**src/sv/ute_pkg.sv**
```systemverilog
// ----------------------------------------------------------------------------
// ute_pkg
// Shared types, constants and the UTF-8 byte encoder of the UTF-16 to UTF-8
// transcoder.
// ----------------------------------------------------------------------------
package ute_pkg;

   localparam int UNIT_W    = 16;
   localparam int COUNT_W   = 32;
   localparam int BYTE_W    = 8;
   localparam int CP_W      = 21;
   localparam int MAX_BYTES = 6;
   localparam int IDX_W     = 3;
   localparam int LEN_W     = 3;

   localparam logic [5:0]      HIGH_SURR_TAG = 6'b110110;
   localparam logic [5:0]      LOW_SURR_TAG  = 6'b110111;
   localparam logic [CP_W-1:0] SUPP_BASE     = 21'h10000;
   localparam logic [CP_W-1:0] REPLACEMENT   = 21'h00FFFD;

   typedef logic [CP_W-1:0]   cp_type;
   typedef logic [BYTE_W-1:0] octet_type;

   typedef struct packed {
      logic [3:0][BYTE_W-1:0] bytes;   // bytes[0] goes out first
      logic [LEN_W-1:0]       len;
   } enc_type;

   typedef struct packed {
      logic [MAX_BYTES-1:0][BYTE_W-1:0] bytes;
      logic [LEN_W-1:0]                 n;
      logic [COUNT_W-1:0]               base;
      logic                             full;
      logic                             eos;
   } plan_type;

   function automatic enc_type encode(input cp_type cp);
      enc_type e;
      e.bytes = '0;
      if (cp < 21'h80) begin
         e.len      = 3'd1;
         e.bytes[0] = {1'b0, cp[6:0]};
      end else if (cp < 21'h800) begin
         e.len      = 3'd2;
         e.bytes[0] = {3'b110, cp[10:6]};
         e.bytes[1] = {2'b10, cp[5:0]};
      end else if (cp < 21'h10000) begin
         e.len      = 3'd3;
         e.bytes[0] = {4'b1110, cp[15:12]};
         e.bytes[1] = {2'b10, cp[11:6]};
         e.bytes[2] = {2'b10, cp[5:0]};
      end else begin
         e.len      = 3'd4;
         e.bytes[0] = {5'b11110, cp[20:18]};
         e.bytes[1] = {2'b10, cp[17:12]};
         e.bytes[2] = {2'b10, cp[11:6]};
         e.bytes[3] = {2'b10, cp[5:0]};
      end
      return e;
   endfunction

endpackage

```
**src/sv/ute_req_if.sv**
```systemverilog
// ----------------------------------------------------------------------------
// ute_req_if
// Input channel: one UTF-16 code unit per item with an end-of-string flag.
// ----------------------------------------------------------------------------
interface ute_req_if;
   logic                         valid;
   logic                         ready;
   logic [ute_pkg::UNIT_W-1:0]   code_unit;
   logic                         end_of_string;

   modport source(output valid, code_unit, end_of_string, input ready);
   modport sink(input valid, code_unit, end_of_string, output ready);
endinterface

```
**src/sv/ute_rsp_if.sv**
```systemverilog
// ----------------------------------------------------------------------------
// ute_rsp_if
// Result channel: one UTF-8 byte or a status-only result per item.
// ----------------------------------------------------------------------------
interface ute_rsp_if;
   logic                          valid;
   logic                          ready;
   logic [ute_pkg::BYTE_W-1:0]    data_byte;
   logic                          byte_valid;
   logic                          last_of_run;
   logic [ute_pkg::COUNT_W-1:0]   bytes_written;
   logic                          stopped;

   modport source(output valid, data_byte, byte_valid, last_of_run, bytes_written,
                  stopped, input ready);
   modport sink(input valid, data_byte, byte_valid, last_of_run, bytes_written,
                stopped, output ready);
endinterface

```
**src/sv/utf16_to_utf8_encoder_top.sv**
```systemverilog
// Path: an accepted item is loaded into the byte plan register; each of its results
// then passes through the result register, which holds it while the output stalls.
// Throughput: one result per cycle from the result register while the output is not
// stalled; the input waits until the current item's last result is sent, and an item
// without results is not loaded. The byte plan register feeding it sets that rate.
// Reset: synchronous, active high; clears the pending surrogate, count, stop flag,
// the capacity register (to zero) and both valid flags.
// ----------------------------------------------------------------------------
// utf16_to_utf8_encoder_top
// UTF-16 to UTF-8 transcoder with destination capacity limit.
// ----------------------------------------------------------------------------
module utf16_to_utf8_encoder_top (
   input  logic                          clock,
   input  logic                          reset,
   ute_req_if.sink                       req_ch,
   ute_rsp_if.source                     rsp_ch,
   input  logic                          csr_wr_en,
   input  logic [ute_pkg::COUNT_W-1:0]   csr_wr_data
);

   logic [ute_pkg::COUNT_W-1:0]   cap_ff, cap_in;
   ute_pkg::plan_type             plan;
   logic                          keep, free, accept;

   assign cap_in = csr_wr_en ? csr_wr_data : cap_ff;

   always_ff @(posedge clock) begin
      if (reset) begin
         cap_ff <= '0;
      end else begin
         cap_ff <= cap_in;
      end
   end

   assign req_ch.ready = free;
   assign accept       = req_ch.valid && free;

   ute_planner u_planner (
      .clock         (clock),
      .reset         (reset),
      .accept        (accept),
      .code_unit     (req_ch.code_unit),
      .end_of_string (req_ch.end_of_string),
      .capacity      (cap_ff),
      .plan          (plan),
      .keep          (keep)
   );

   ute_serializer u_serializer (
      .clock             (clock),
      .reset             (reset),
      .load              (accept && keep),
      .plan              (plan),
      .free              (free),
      .rsp_ready         (rsp_ch.ready),
      .rsp_valid         (rsp_ch.valid),
      .rsp_data_byte     (rsp_ch.data_byte),
      .rsp_byte_valid    (rsp_ch.byte_valid),
      .rsp_last_of_run   (rsp_ch.last_of_run),
      .rsp_bytes_written (rsp_ch.bytes_written),
      .rsp_stopped       (rsp_ch.stopped)
   );

endmodule

```
**src/sv/ute_planner.sv**
```systemverilog
// ----------------------------------------------------------------------------
// ute_planner
// Surrogate pairing, capacity check and byte layout for one code unit; holds
// the pending high surrogate, the byte count and the stop flag.
// ----------------------------------------------------------------------------
module ute_planner (
   input  logic                          clock,
   input  logic                          reset,
   input  logic                          accept,
   input  logic [ute_pkg::UNIT_W-1:0]    code_unit,
   input  logic                          end_of_string,
   input  logic [ute_pkg::COUNT_W-1:0]   capacity,
   output ute_pkg::plan_type             plan,
   output logic                          keep
);

   logic [9:0]                    pend_high_ff, pend_high_in;
   logic                          pend_valid_ff, pend_valid_in;
   logic [ute_pkg::COUNT_W-1:0]   count_ff, count_in;
   logic                          full_ff, full_in;

   logic                 is_high, is_low;
   logic                 p0_v, p1_v;
   ute_pkg::cp_type      p0_cp, p1_cp;
   ute_pkg::enc_type     enc0, enc1;
   logic [ute_pkg::COUNT_W:0] cnt_x, cap_x, sum0, sum1, sum01, cnt_next;
   logic                 fits0, fits1, emit0, emit1, full0, full_after;
   logic [ute_pkg::LEN_W-1:0] n0, n1;

   assign is_high = (code_unit[15:10] == ute_pkg::HIGH_SURR_TAG);
   assign is_low  = (code_unit[15:10] == ute_pkg::LOW_SURR_TAG);

   // at most two code points per unit: a flushed or paired one, then the unit
   always_comb begin
      p0_v  = pend_valid_ff;
      p0_cp = ute_pkg::REPLACEMENT;
      p1_v  = 1'b1;
      p1_cp = ute_pkg::REPLACEMENT;
      if (pend_valid_ff && is_low) begin
         p0_cp = ute_pkg::SUPP_BASE + {1'b0, pend_high_ff, code_unit[9:0]};
         p1_v  = 1'b0;
      end else if (is_high) begin
         p1_v = end_of_string;
      end else if (!is_low) begin
         p1_cp = {5'd0, code_unit};
      end
   end

   assign enc0 = ute_pkg::encode(p0_cp);
   assign enc1 = ute_pkg::encode(p1_cp);

   assign cnt_x = {1'b0, count_ff};
   assign cap_x = {1'b0, capacity};
   assign sum0  = cnt_x + {30'd0, enc0.len};
   assign sum1  = cnt_x + {30'd0, enc1.len};
   assign sum01 = cnt_x + {30'd0, enc0.len} + {30'd0, enc1.len};

   assign fits0      = (sum0 <= cap_x);
   assign emit0      = p0_v && !full_ff && fits0;
   assign full0      = full_ff || (p0_v && !fits0);
   assign fits1      = emit0 ? (sum01 <= cap_x) : (sum1 <= cap_x);
   assign emit1      = p1_v && !full0 && fits1;
   assign full_after = full0 || (p1_v && !full0 && !fits1);

   assign n0 = emit0 ? enc0.len : '0;
   assign n1 = emit1 ? enc1.len : '0;

   always_comb begin
      if (emit1) begin
         cnt_next = emit0 ? sum01 : sum1;
      end else begin
         cnt_next = emit0 ? sum0 : cnt_x;
      end
   end

   always_comb begin
      logic [ute_pkg::IDX_W-1:0] j;
      plan.bytes = '0;
      for (int i = 0; i < ute_pkg::MAX_BYTES; i++) begin
         j = ute_pkg::IDX_W'(i) - n0;
         if (ute_pkg::IDX_W'(i) < n0) begin
            plan.bytes[i] = enc0.bytes[i[1:0]];
         end else if (j < 3'd4) begin
            plan.bytes[i] = enc1.bytes[j[1:0]];
         end
      end
      plan.n    = n0 + n1;
      plan.base = count_ff;
      plan.full = full_after;
      plan.eos  = end_of_string;
   end

   assign keep = end_of_string || (plan.n != '0);

   always_comb begin
      pend_high_in  = pend_high_ff;
      pend_valid_in = pend_valid_ff;
      count_in      = count_ff;
      full_in       = full_ff;
      if (accept) begin
         if (end_of_string) begin
            pend_high_in  = '0;
            pend_valid_in = 1'b0;
            count_in      = '0;
            full_in       = 1'b0;
         end else begin
            pend_valid_in = is_high && !(pend_valid_ff && is_low);
            if (is_high) begin
               pend_high_in = code_unit[9:0];
            end
            count_in = cnt_next[ute_pkg::COUNT_W-1:0];
            full_in  = full_after;
         end
      end
   end

   always_ff @(posedge clock) begin
      if (reset) begin
         pend_high_ff  <= '0;
         pend_valid_ff <= 1'b0;
         count_ff      <= '0;
         full_ff       <= 1'b0;
      end else begin
         pend_high_ff  <= pend_high_in;
         pend_valid_ff <= pend_valid_in;
         count_ff      <= count_in;
         full_ff       <= full_in;
      end
   end

endmodule

```
**src/sv/ute_serializer.sv**
```systemverilog
// ----------------------------------------------------------------------------
// ute_serializer
// Holds the byte plan of one item and sends it one result per cycle into the
// result register whenever that register is empty or being taken.
// ----------------------------------------------------------------------------
module ute_serializer (
   input  logic                          clock,
   input  logic                          reset,
   input  logic                          load,
   input  ute_pkg::plan_type             plan,
   output logic                          free,
   input  logic                          rsp_ready,
   output logic                          rsp_valid,
   output logic [ute_pkg::BYTE_W-1:0]    rsp_data_byte,
   output logic                          rsp_byte_valid,
   output logic                          rsp_last_of_run,
   output logic [ute_pkg::COUNT_W-1:0]   rsp_bytes_written,
   output logic                          rsp_stopped
);

   ute_pkg::plan_type             plan_ff, plan_in;
   logic                          plan_valid_ff, plan_valid_in;
   logic [ute_pkg::IDX_W-1:0]     idx_ff, idx_in;

   logic                          out_valid_ff, out_valid_in;
   logic [ute_pkg::BYTE_W-1:0]    data_ff, data_in;
   logic                          bvalid_ff, bvalid_in;
   logic                          last_ff, last_in;
   logic [ute_pkg::COUNT_W-1:0]   count_ff, count_in;
   logic                          stop_ff, stop_in;

   logic                          emit, last_res, status_only;
   logic [ute_pkg::IDX_W-1:0]     n_res;

   assign status_only = (plan_ff.n == '0);
   assign n_res       = status_only ? ute_pkg::IDX_W'(1) : plan_ff.n;
   assign last_res    = (idx_ff == n_res - ute_pkg::IDX_W'(1));
   assign emit        = plan_valid_ff && (!out_valid_ff || rsp_ready);
   assign free        = !plan_valid_ff || (emit && last_res);

   always_comb begin
      plan_in       = plan_ff;
      plan_valid_in = plan_valid_ff;
      idx_in        = idx_ff;
      if (load) begin
         plan_in       = plan;
         plan_valid_in = 1'b1;
         idx_in        = '0;
      end else if (emit && last_res) begin
         plan_valid_in = 1'b0;
      end else if (emit) begin
         idx_in = idx_ff + ute_pkg::IDX_W'(1);
      end
   end

   always_comb begin
      out_valid_in = out_valid_ff;
      data_in      = data_ff;
      bvalid_in    = bvalid_ff;
      last_in      = last_ff;
      count_in     = count_ff;
      stop_in      = stop_ff;
      if (emit) begin
         out_valid_in = 1'b1;
         bvalid_in    = !status_only;
         data_in      = status_only ? '0 : plan_ff.bytes[idx_ff];
         last_in      = last_res;
         count_in     = status_only ? plan_ff.base
                        : plan_ff.base + ute_pkg::COUNT_W'(idx_ff) + ute_pkg::COUNT_W'(1);
         stop_in      = plan_ff.full;
      end else if (rsp_ready) begin
         out_valid_in = 1'b0;
      end
   end

   always_ff @(posedge clock) begin
      if (reset) begin
         plan_valid_ff <= 1'b0;
         idx_ff        <= '0;
         out_valid_ff  <= 1'b0;
      end else begin
         plan_valid_ff <= plan_valid_in;
         idx_ff        <= idx_in;
         out_valid_ff  <= out_valid_in;
      end
   end

   always_ff @(posedge clock) begin
      plan_ff  <= plan_in;
      data_ff  <= data_in;
      bvalid_ff <= bvalid_in;
      last_ff  <= last_in;
      count_ff <= count_in;
      stop_ff  <= stop_in;
   end

   assign rsp_valid         = out_valid_ff;
   assign rsp_data_byte     = data_ff;
   assign rsp_byte_valid    = bvalid_ff;
   assign rsp_last_of_run   = last_ff;
   assign rsp_bytes_written = count_ff;
   assign rsp_stopped       = stop_ff;

endmodule

```
**src/flat_wrapper.sv**
```systemverilog
// flat-port wrapper written by rule: the top's interface ports become plain ports
module utf16_to_utf8_encoder_top_flat 
  (clock, reset, csr_wr_en, csr_wr_data, req_ch_valid, req_ch_code_unit, req_ch_end_of_string, req_ch_ready, rsp_ch_valid, rsp_ch_data_byte, rsp_ch_byte_valid, rsp_ch_last_of_run, rsp_ch_bytes_written, rsp_ch_stopped, rsp_ch_ready);
  ute_req_if req_ch_i ();
  ute_rsp_if rsp_ch_i ();
  input  logic clock;
  input  logic reset;
  input  logic csr_wr_en;
  input  logic [ute_pkg::COUNT_W-1:0] csr_wr_data;
  input wire logic [$bits(req_ch_i.valid)-1:0] req_ch_valid;
  input wire logic [$bits(req_ch_i.code_unit)-1:0] req_ch_code_unit;
  input wire logic [$bits(req_ch_i.end_of_string)-1:0] req_ch_end_of_string;
  output wire logic [$bits(req_ch_i.ready)-1:0] req_ch_ready;
  output wire logic [$bits(rsp_ch_i.valid)-1:0] rsp_ch_valid;
  output wire logic [$bits(rsp_ch_i.data_byte)-1:0] rsp_ch_data_byte;
  output wire logic [$bits(rsp_ch_i.byte_valid)-1:0] rsp_ch_byte_valid;
  output wire logic [$bits(rsp_ch_i.last_of_run)-1:0] rsp_ch_last_of_run;
  output wire logic [$bits(rsp_ch_i.bytes_written)-1:0] rsp_ch_bytes_written;
  output wire logic [$bits(rsp_ch_i.stopped)-1:0] rsp_ch_stopped;
  input wire logic [$bits(rsp_ch_i.ready)-1:0] rsp_ch_ready;
  assign req_ch_i.valid = req_ch_valid;
  assign req_ch_i.code_unit = req_ch_code_unit;
  assign req_ch_i.end_of_string = req_ch_end_of_string;
  assign req_ch_ready = req_ch_i.ready;
  assign rsp_ch_valid = rsp_ch_i.valid;
  assign rsp_ch_data_byte = rsp_ch_i.data_byte;
  assign rsp_ch_byte_valid = rsp_ch_i.byte_valid;
  assign rsp_ch_last_of_run = rsp_ch_i.last_of_run;
  assign rsp_ch_bytes_written = rsp_ch_i.bytes_written;
  assign rsp_ch_stopped = rsp_ch_i.stopped;
  assign rsp_ch_i.ready = rsp_ch_ready;
  utf16_to_utf8_encoder_top u_core (.clock(clock), .reset(reset), .req_ch(req_ch_i), .rsp_ch(rsp_ch_i), .csr_wr_en(csr_wr_en), .csr_wr_data(csr_wr_data));
endmodule
```
**config.mk**
```make
export PLATFORM = sky130hd
export DESIGN_NAME = utf16_to_utf8_encoder_top_flat
export DESIGN_NICKNAME = d
export VERILOG_FILES = /design/src/sv/ute_pkg.sv /design/src/sv/ute_req_if.sv /design/src/sv/ute_rsp_if.sv /design/src/sv/utf16_to_utf8_encoder_top.sv /design/src/sv/ute_planner.sv /design/src/sv/ute_serializer.sv /design/src/flat_wrapper.sv
export SDC_FILE = /design/constraint.sdc
export NUM_CORES = 1
export LEC_CHECK = 0
export ABC_AREA = 1
export ABC_CLOCK_PERIOD_IN_PS = 12200
export CORE_ASPECT_RATIO = 1.75
export CORE_MARGIN = 2
export CORE_UTILIZATION = 60
export DETAILED_ROUTE_END_ITERATION = 7
export DONT_BUFFER_PORTS = 1
export HOLD_SLACK_MARGIN = 0.03
export MAX_ROUTING_LAYER = met4
export PLACE_DENSITY = 0.73
export SYNTH_ARGS = -nofsm -noshare
export SYNTH_HDL_FRONTEND = slang
export SYNTH_SLANG_ARGS = --single-unit
```
**constraint.sdc**
```tcl
create_clock -name clock -period 12.2 [get_ports clock]
set_input_delay 1.22 -clock clock [delete_from_list [all_inputs] [get_ports clock]]
set_output_delay 1.22 -clock clock [all_outputs]
set_load 0.01 [all_outputs]
```
# After elaboration in Yosys (flattened, before gate mapping)

Cells that the tools add are included.
W data, S select, Z words.

Bits in latches: 0
Bits of input ports: 54
Bits in writable memories: 0
ROM bits: 0
Register bits: 208
Memories kept: 0
Word-level logic and storage cells: 165

Shift-type cells: 0
Eq/ne operators: 3
$lt $le $gt $ge: 28
Bitwise logic cells: 1
Add/sub/neg operators: 15
Muxes and demuxes: 61
$mul: 0
Divide/modulo/power cells: 0
Reduce and logical (&&, ||, !) cells: 35

Operators with widths:

| kind                     | number |
|---|---|
| $mux W8                  | 21 |
| $mux W32                 | 5 |
| $le A33 B32 Y1           | 3 |
| $bmux W8 S2              | 6 |
| $mux W16                 | 5 |
| $add A32 B3 Y33          | 2 |
| $mux W25                 | 2 |
| $mux W24                 | 2 |
| $lt A21 B12 Y1 const B   | 2 |
| $lt A21 B17 Y1 const B   | 2 |
| $lt A21 B8 Y1 const B    | 2 |
| $mux W19                 | 2 |
| $add A33 B3 Y33          | 1 |
| $add A32 B1 Y32 const B  | 1 |
| $add A32 B3 Y32          | 1 |
| $bmux W8 S3              | 1 |
| $mux W11                 | 2 |
| $add A17 B20 Y21 const A | 1 |
| $mux W21                 | 1 |
| $mux W10                 | 2 |
| $lt A2 B3 Y1 const B     | 6 |
| $lt A3 B3 Y1 const B     | 6 |
| $eq A6 B6 Y1 const B     | 2 |
| $logic_and A1 B1 Y1      | 12 |
| other kinds (21)         | 53 |

# Longest topological paths before layout

Gate-level depths: netlist of the first run.

Word-level depth: 21
Depth in mapped cells: 55
Gate-level depth less buffers: 54

# By module

From an unflattened synthesis of the first run, not the netlist that was laid out.

Cells, all modules: 2501
Area, all modules: 16991.3 µm²

Modules (own cells, without submodules):

| module                    | area each (µm²) | cells each | instances |
|---|---|---|---|
| ute_planner               | 9829.4          | 1798       | 1 |
| ute_serializer            | 5808.1          | 496        | 1 |
| utf16_to_utf8_encoder_top | 1353.8          | 207        | 1 |

# Worst setup path after synthesis of the first run

Ideal clock, no wire load.

Path kind: input -> register
Start: input port req_ch_code_unit[13]
End: register u_core.u_serializer.plan_ff[10] in the netlist's numbering (enable)
Stages: 50
Setup time: 438 ps
Arrival: 8862 ps
Slack: 2900 ps
Path buffers: 2
Data required time: 11762 ps
Path through: inv_1 > nand3_1 > nor2_2 > nand3_1 > buf_2 > nor2_1 > nand4_1 > nor2_2 > nand3_1 > nand2_1 > ha_1 > inv_1 > fa_1 > inv_1 > ha_1 > a21oi_1 > nor2_1 > nand3_1 > [... 14 more ...] > nand2_1 > nand2_1 > nand2_1 > nand2_1 > nand2_1 > nand3_2 > nand2_4 > nand3_4 > buf_2 > nor2_1 > ha_1 > inv_1 > fa_1 > inv_1 > nor3_1 > nand2_1 > nand2_1 > inv_1

RTL lines:

| what                   | RTL line             | source |
|---|---|---|
| start: declaration     | flat_wrapper.sv:11   | `input wire logic [$bits(req_ch_i.code_unit)-1:0] req_ch_code_unit;` |
| end signal: assignment | ute_serializer.sv:89 | `plan_ff <= plan_in;` |
| end: declaration       | ute_serializer.sv:21 | `ute_pkg::plan_type plan_ff, plan_in;` |

# Final worst setup path of the first run

Start: input port req_ch_code_unit[13]
End: register u_core.u_serializer.plan_ff[70] in the netlist's numbering (enable)

Cells in the longest elaborated chain, start to end: 20
Elaborated cells between the ends (all ways): 41
Classes of those cells: 4 x add/sub; 9 x order compare; 2 x eq/ne; 15 x mux; 11 x reduce/logical

Ends and longest elaborated chain:

| what                                                     | RTL line                        | source |
|---|---|---|
| branches (longest 16 deep; another with $add A32 B3 Y33) | --                              |  |
| $add A3 B3 Y3 *                                          | ute_planner.sv:87               | `plan.n = n0 + n1;` |
| $reduce_bool A3 Y1 *                                     | ute_planner.sv:93               | `assign keep = end_of_string \|\| (plan.n != '0);` |
| $logic_or A1 B1 Y1 *                                     | ute_planner.sv:93               |  |
| $logic_and A1 B1 Y1 *                                    | utf16_to_utf8_encoder_top.sv:52 | `.load (accept && keep),` |
| named net u_core.u_serializer.load                       | ute_serializer.sv:9             | `input logic load,` |

Mark *: on every way through the listed nets, which the timed path passes.
A chain may end at the register's enable or synchronous reset.

==> summary.md, run 1 <==
| Metric | Value |
|---|---|
| Status | `completed` |
| Tightest Hold Check Type | `register to register` |
| Largest family of logic cells by synthesized area | `simple AND/OR/NAND/NOR gates` |
| Crit-path slowest cell | `fa_1` |
| Initial antenna violation count | `6` |
| Row cnt | `between 80 and 90` |
| Worst Path Arrival | `10.94 ns` |
| Post-Layout Inst Area | `between 15,000 and 20,000 um^2` |
| Syn_area_per_cell | `between 6 and 7 um^2` |
| Gr usage total | `0.477` |
| Slew @ Worst Pin | `between 1 and 1.5 ns` |
| Die Y | `about 230 um` |
| Post_cts resized | `0` |
| Placer Congestion | `around 1.1` |
| Total CTS buffers | `21` |
| Final Core Density | `0.639` |
| Clock latency at the later pin of the worst-skew pair | `~0.57 ns` |
| Critical path peak fanout | `44` |
| Final setup fails | `0` |
| Worst-path clk slew | `0.06 ns` |
| Post-synth EDFFs | `127` |
| Max Cap Viol | `0` |
| Post-Synthesis Cells | `2,417` |
| Routed wire per std cell | `24.1 um` |
| Ports | `approximately 100` |
| Post-DP HPWL | `about 50 mm` |
| Multiplexer area fraction after synthesis | `0` |
| CTS root buf | `clkbuf_16` |
| Routed Antenna Nets | `0` |
| Fin nets | `roughly 2,600` |
| DR iter-0 viols | `1,945` |
| Post-synth ARST share | `0` |
| PwrDens | `215 nW/um^2` |
| CORE AREA | `between 20,000 and 30,000 um^2` |
| Setup crit end kind | `register` |
| Final cell count without fillers | `about 2,800` |
| Max incr delay on CP | `around 0.64 ns` |
| Synth Flop Type | `edfxtp_1` |
| Hold path cells | `0` |
| Syn_nets | `around 2,600` |
| Post-CTS setup buffers | `0` |
| FF-to-FF path depth | `40` |
| Final WL | `66.9 mm` |
| CTS tree | `done` |
| Leakage | `approximately 8.4 nW` |
| Largest net degree at the start of global routing | `67` |
| Hold endpoint | `u_core.u_serializer.rsp_stopped` |
| RR Endpoint | `u_core.u_serializer.plan_ff[70]` |
| Slew Limit Headroom | `0.0789` |
| Endpoints failing hold | `0` |
| 1st-pass router iterations | `7` |
| Max Slew Vio Count | `0` |
| Hold slack | `approximately 0.46 ns` |
| Simple-gate share of the synthesized area | `0.342` |
| YS warnings | `0` |
| Die Span X | `130 um` |
| Seq/Total Area, Yosys | `0.324` |
| R2R Setup Slk | `1.89 ns` |
| XOR/XNOR Fraction of Synth Area | `0.0381` |
| CP Class | `input pin to register` |
| Setup TNS | `0 ns` |
| CP required | `12.37 ns` |
| Fin crit share | `0.883` |
| Initial Utilization | `0.605` |
| Final min period | `10.77 ns` |
| Synth Register Bits | `around 210` |
| GR Overflow Total | `0` |
| Post-Synth Adder-Cell Area | `0.0924` |
| Max Clk Rate | `roughly 93 MHz` |
| Compound-cell area share of the yosys netlist | `0.106` |
| Vias in the first global route | `approximately 17,000` |
| Full die area | `29,400 um^2` |
| Global-route wire length before repair | `slightly below 100 mm` |
| Placed Area | `roughly 17,000 um^2` |
| DRC errors left | `0` |
| Layout area overhead | `5.63%` |
| Worst Skew | `approximately 0.034 ns` |
| Layout cell share with drive strength beyond 1 | `0.0925` |
| Setup slack after layout | `1.43 ns` |
| Vias per std cell | `6.18` |
| Max IR drop VDD | `~0.00019 V` |
| R2r startpoint | `u_core.u_planner.p0_v` |
| Final Power | `~3.8 mW` |
| Post-CTS Hold Fix Bufs | `0` |
| Synthesized area | `~17,000 um^2` |
| Clock Tree Buf Depth | `3` |
| H-tree levels | `1` |
| Dpl cells | `between 2,000 and 3,000` |
| Fill count | `roughly 2,500` |
| Placement Setup Slack | `1.36 ns` |
| RSZ-0062 raised after global routing | `false` |
| Sink Count | `around 210` |
| CP startpoint kind | `input pin` |
| Vias | `17,200` |
| Cell variety after synth | `53` |
| Hold_sp | `u_core.u_serializer.plan_ff[1]` |
| I/O Buffers | `0` |
==> cell type report <==
class / count / area [um^2] / area share
multi-input cells: 1799 / 9740 / 0.549
well taps: 373 / 467 / 0.0263
clock buffers: 25 / 551 / 0.0310
repair buffers: 17 / 128 / 0.00720
clock inverters: 12 / 119 / 0.00670
inverters: 339 / 1280 / 0.0720
flip-flops and latches: 208 / 5440 / 0.306
diodes: 7 / 17.5 / 0.000988
==> registers in the layout, indices dropped and copies added, names as in the netlist, 3 cells and up <==
signal / cells
u_core.u_serializer.idx_ff: 3
u_core.u_serializer.rsp_data_byte: 8
u_core.u_serializer.rsp_bytes_written: 32
u_core.cap_ff: 32
u_core.u_planner.pend_high_ff: 10
u_core.u_planner.count_ff: 32
u_core.u_serializer.plan_ff: 84
==> cells in the final DEF, fill, tap and decap left out, types with 4 or more instances in the layout <==
cell and n:
edfxtp_1 127, nor2_2 39, o21a_1 11, nand2_2 57, nor2_4 12, nor2_1 215, nand3b_1 4, o21ai_1 28
nor3_1 30, inv_2 43, a21oi_1 111, xor2_1 61, o22ai_1 26, clkbuf_16 21, nor4_1 6, dfxtp_1 81
ha_1 116, o211ai_1 11, xnor2_1 12, nand3_1 155, clkinv_1 6, nand2_1 667, o21ai_0 116, diode_2 7
buf_4 17, clkinv_2 4, inv_1 291, a31oi_1 5, nand4_1 69, o221ai_1 6, fa_1 5, nand2_4 7
==> critical path: cells and delay by family <==
family / cells / cell delay (ns)
simple gates: 26 / 5.93
fa+ha+maj: 6 / 2.09
buf+inv: 7 / 1.13
compound gates: 2 / 0.25
xor+xnor: 1 / 0.21
==> power breakdown <==
group	switching [mW]	leakage, nW	internal [mW]
logic	1.31	6.22	0.588
clock network	0.298	0.323	0.366
registers	0.226	1.88	1.01
==> cells by family after synthesis <==
family | Yosys count
AOI/OAI and AO/OA | 325
and+or+nand+nor | 1280
buffers and inverters | 410
adders and majority gates | 121
xor gates and xnor gates | 73
DFF | 208
==> how the worst max path moves through the flow <==
stage,start,end,slack (ns)
finish,req_ch_code_unit[13],u_core.u_serializer.plan_ff[70],1.43
global route,req_ch_code_unit[13],u_core.u_serializer.plan_ff[70],0.88
CTS,req_ch_code_unit[13],u_core.u_serializer.plan_ff[1],1.85
detailed placement,req_ch_code_unit[13],u_core.u_serializer.plan_ff[30],1.36
global placement,req_ch_code_unit[13],u_core.u_serializer.plan_ff[31],1.49
floorplan,req_ch_code_unit[13],u_core.u_serializer.plan_ff[10],2.90
==> layer usage <==
metal / part of all wire / track usage / vias up
met5: 0 / - / -
met4: 0.13 / 0.457 / 0
met3: 0.087 / 0.140 / 444
met2: 0.48 / 0.771 / 1109
met1: 0.31 / 0.438 / 7795
li1: - / - / 7841
==> Yosys cell counts, types with 3 or more instances <==
master / n / area [um^2]
nor2_4: 11 / 124
o221ai_1: 6 / 52.6
buf_1: 4 / 15.0
o21ai_0: 116 / 581
clkinv_1: 3 / 11.3
nand3_2: 3 / 30.0
nor3_1: 31 / 155
o211ai_1: 11 / 82.6
clkbuf_1: 42 / 158
nor2_1: 216 / 811
nand3b_1: 4 / 30.0
nand3_1: 155 / 776
inv_2: 42 / 158
a31oi_1: 5 / 31.3
nor2_8: 3 / 60.1
buf_6: 6 / 67.6
o21ai_1: 28 / 140
xnor2_1: 12 / 105
nand2_1: 667 / 2500
o21a_1: 11 / 82.6
xor2_1: 61 / 534
nor2_2: 39 / 244
nor4_1: 6 / 37.5
ha_1: 116 / 1450
nand4_1: 69 / 432
fa_1: 5 / 100
o22ai_1: 26 / 163
nand2_4: 7 / 78.8
dfxtp_1: 81 / 1620
a21oi_1: 111 / 556
nand2_2: 57 / 357
edfxtp_1: 127 / 3810
buf_2: 16 / 80.1
inv_1: 293 / 1100
Note: power is estimated with default switching activity, not from simulation.
==> inputs of run 2 (changes only) <==
--- a/config.mk
+++ b/config.mk
@@ -8,12 +8,11 @@
 export ABC_AREA = 1
 export ABC_CLOCK_PERIOD_IN_PS = 12200
 export CORE_ASPECT_RATIO = 1.75
-export CORE_MARGIN = 2
+export CORE_MARGIN = 1
 export CORE_UTILIZATION = 60
 export DETAILED_ROUTE_END_ITERATION = 7
 export DONT_BUFFER_PORTS = 1
 export HOLD_SLACK_MARGIN = 0.03
-export MAX_ROUTING_LAYER = met4
 export PLACE_DENSITY = 0.73
 export SYNTH_ARGS = -nofsm -noshare
 export SYNTH_HDL_FRONTEND = slang
==> run 2 against run 1 <==
Against the previous run:
- global-route usage decreased by 2.0 points
- register-to-register slack worse by 0.13 ns
- design area about the same
- final cell count is 0.25% lower
- sequential share of layout area hardly changed
- critical path depth increased by 3
- via count decreased by 0.51%
- die area down 2.4%
- hold slack better by 0.027 ns
- utilization up 0.78 points
==> summary.md, run 2 (same netlist as run 1, synthesis figures left out) <==
| Metric | Value |
|---|---|
| Status | `completed` |
| Commonest non-fill, non-tap cells in the layout | `nand2_1 (667), inv_1 (291), nor2_1 (215)` |
| Post-CTS setup buffers | `0 (unchanged)` |
| Fin nets | `2,562 (+0.039%)` |
| Layout cell share with drive strength beyond 1 | `0.0933 (+0.000794)` |
| Max Cap Viol | `0 (unchanged)` |
| Max IR drop VDD | `0.000155 V (-18%)` |
| Routed wire per std cell | `23.4 um (-2.7%)` |
| H-tree levels | `1 (unchanged)` |
| Global-route wire length before repair | `95.8 mm (-3.6%)` |
| Leakage | `8.43 nW (about the same)` |
| Layout area overhead | `5.59% (about the same)` |
| Most common cell after layout, fill and taps aside | `nand2_1` |
| CTS root buf | `clkbuf_16` |
| Vias per std cell | `6.17 (-0.25%)` |
| Top delay family on crit path | `simple AND/OR/NAND/NOR gates` |
| Placer Congestion | `1.03 (-4.3%)` |
| GR Overflow Total | `0 (unchanged)` |
| Initial antenna violation count | `3 (-3)` |
| CP startpoint kind | `input pin` |
| Post-DP HPWL | `50.1 mm (-1.4%)` |
| DRC errors left | `0 (unchanged)` |
| Sink Count | `208 (unchanged)` |
| Initial Utilization | `0.612 (+0.00756)` |
| Die Y | `223 um (-0.89%)` |
| Placed Area | `17,100 um^2 (about the same)` |
| Tightest Hold Check Type | `register to register` |
| Final cell count without fillers | `2,773 (-0.25%)` |
| Endpoints failing hold | `0 (unchanged)` |
| Routed Antenna Nets | `0 (unchanged)` |
| Fill count | `2,502 (-0.60%)` |
| Slew @ Worst Pin | `1.29 ns (-0.0859 ns)` |
| Setup TNS | `0 ns (unchanged)` |
| Crit-path slowest cell | `fa_1` |
| Die Span X | `128 um (-1.5%)` |
| DR iter-0 viols | `1,924 (-1.1%)` |
| Total CTS buffers | `21 (unchanged)` |
| CORE AREA | `27,400 um^2 (-1.2%)` |
| Most frequent CP cell | `nand2_1` |
| Max reg flops | `84 (unchanged)` |
| Worst Path Arrival | `11.12 ns (+0.18 ns)` |
| Final min period | `10.96 ns (+0.189 ns)` |
| Vias | `17,100 (-0.51%)` |
| Worst Skew | `0.0212 ns (-0.0128 ns)` |
| 1st-pass router iterations | `6 (-1)` |
| Gr usage total | `0.457 (-0.0197)` |
| Full die area | `28,700 um^2 (-2.4%)` |
| I/O Buffers | `0 (unchanged)` |
| R2R Setup Slk | `1.76 ns (-0.13 ns)` |
| Final WL | `64.9 mm (-3.0%)` |
| PwrDens | `214 nW/um^2 (-0.32%)` |
| CTS tree | `done` |
| Buf+Inv Stages, Crit Path | `6 (-1)` |
| Clock latency at the later pin of the worst-skew pair | `0.54 ns (-0.03 ns)` |
| Top reg by flops | `u_core.u_serializer.plan_ff` |
| RSZ-0062 raised after global routing | `false` |
| Dpl cells | `2,733 (-0.11%)` |
| Post-CTS Hold Fix Bufs | `0 (unchanged)` |
| CP required | `12.36 ns (about the same)` |
| Slew Limit Headroom | `0.137 (+0.0577)` |
| Fin crit share | `0.898 (+0.0155)` |
| Final setup fails | `0 (unchanged)` |
| Row cnt | `80 (-1.2%)` |
| Largest net degree at the start of global routing | `67 (unchanged)` |
| Ports | `99 (unchanged)` |
| CP Class | `input pin to register` |
| Max Clk Rate | `91.2 MHz (-1.7%)` |
| Worst-path clk slew | `0.06 ns (about the same)` |
| Critical path peak fanout | `46 (+4.5%)` |
| Post_cts resized | `0 (unchanged)` |
| Post-Layout Inst Area | `17,700 um^2 (about the same)` |
| Max incr delay on CP | `0.62 ns (-0.02 ns)` |
| Clock Tree Buf Depth | `3 (unchanged)` |
| Max Slew Vio Count | `0 (unchanged)` |
| Vias in the first global route | `16,700 (-1.1%)` |
| Setup crit end kind | `register` |
## run 2: changes by cell type in the layout (fill, tap and decap cells not counted), sizes merged
cell and change:
diode -4, clkbuf -2, clkinv -2, clkinvlp +2, inv +2, buf +1
## run 2: per-layer routing
metal | GRT usage | routed length, um
met1 | 0.418 | 19900
met2 | 0.783 | 31800
met3 | 0.106 | 5140
met4 | 0.499 | 8100
met5 | 0 | 0
## run 2: worst reg2reg max path, delay by kind of cell, from the launching register on
family	cells	cell delay, ns
simple gates	25	4.84
fa+ha+maj	6	1.95
compound gates	5	1.52
buf+inv	6	1.09
flops	1	0.41
xor+xnor	1	0.19
## run 2: area by class of cell
type                            instances  area [um^2]  area share
Antenna cell                            3         7.51    0.000423
Clock buffer                           23          533      0.0301
Clock inverter                         14          138     0.00776
Inverter                              339         1280      0.0720
Multi-Input combinational cell       1799         9740       0.550
Sequential cell                       208         5440       0.307
Tap cell                              369          462      0.0260
Timing Repair Buffer                   18          135     0.00762
## run 2: worst paths after layout
path                            depth (start not counted)                                to                              from
worst max-delay path                                   45   u_core.u_serializer.plan_ff[32]              req_ch_code_unit[13]
worst min-delay path                                    2  u_core.u_planner.pend_high_ff[0]  u_core.u_planner.pend_high_ff[0]
worst max register to register                         43   u_core.u_serializer.plan_ff[32]             u_core.u_planner.p0_v
worst min register to register                          2  u_core.u_planner.pend_high_ff[0]  u_core.u_planner.pend_high_ff[0]
## run 2: power breakdown
part / switching, mW / total, mW / internal (mW)
combinational: 1.32 / 1.90 / 0.582
sequential: 0.221 / 1.23 / 1.01
clock: 0.297 / 0.658 / 0.361
total: 1.84 / 3.79 / 1.96
## run 2: per-stage QoR
stage / setup slack, ns / power, mW / hold WS, ns / util
after floorplan: 2.90 / 2.51 / 0.400 / -
after global placement: 1.31 / 2.99 / 0.460 / 0.622
after detailed placement: 1.17 / 3.05 / 0.466 / 0.622
after CTS: 1.68 / 3.71 / 0.476 / 0.646
after global routing: 0.874 / 4.01 / 0.493 / 0.646
final: 1.24 / 3.79 / 0.485 / 0.646
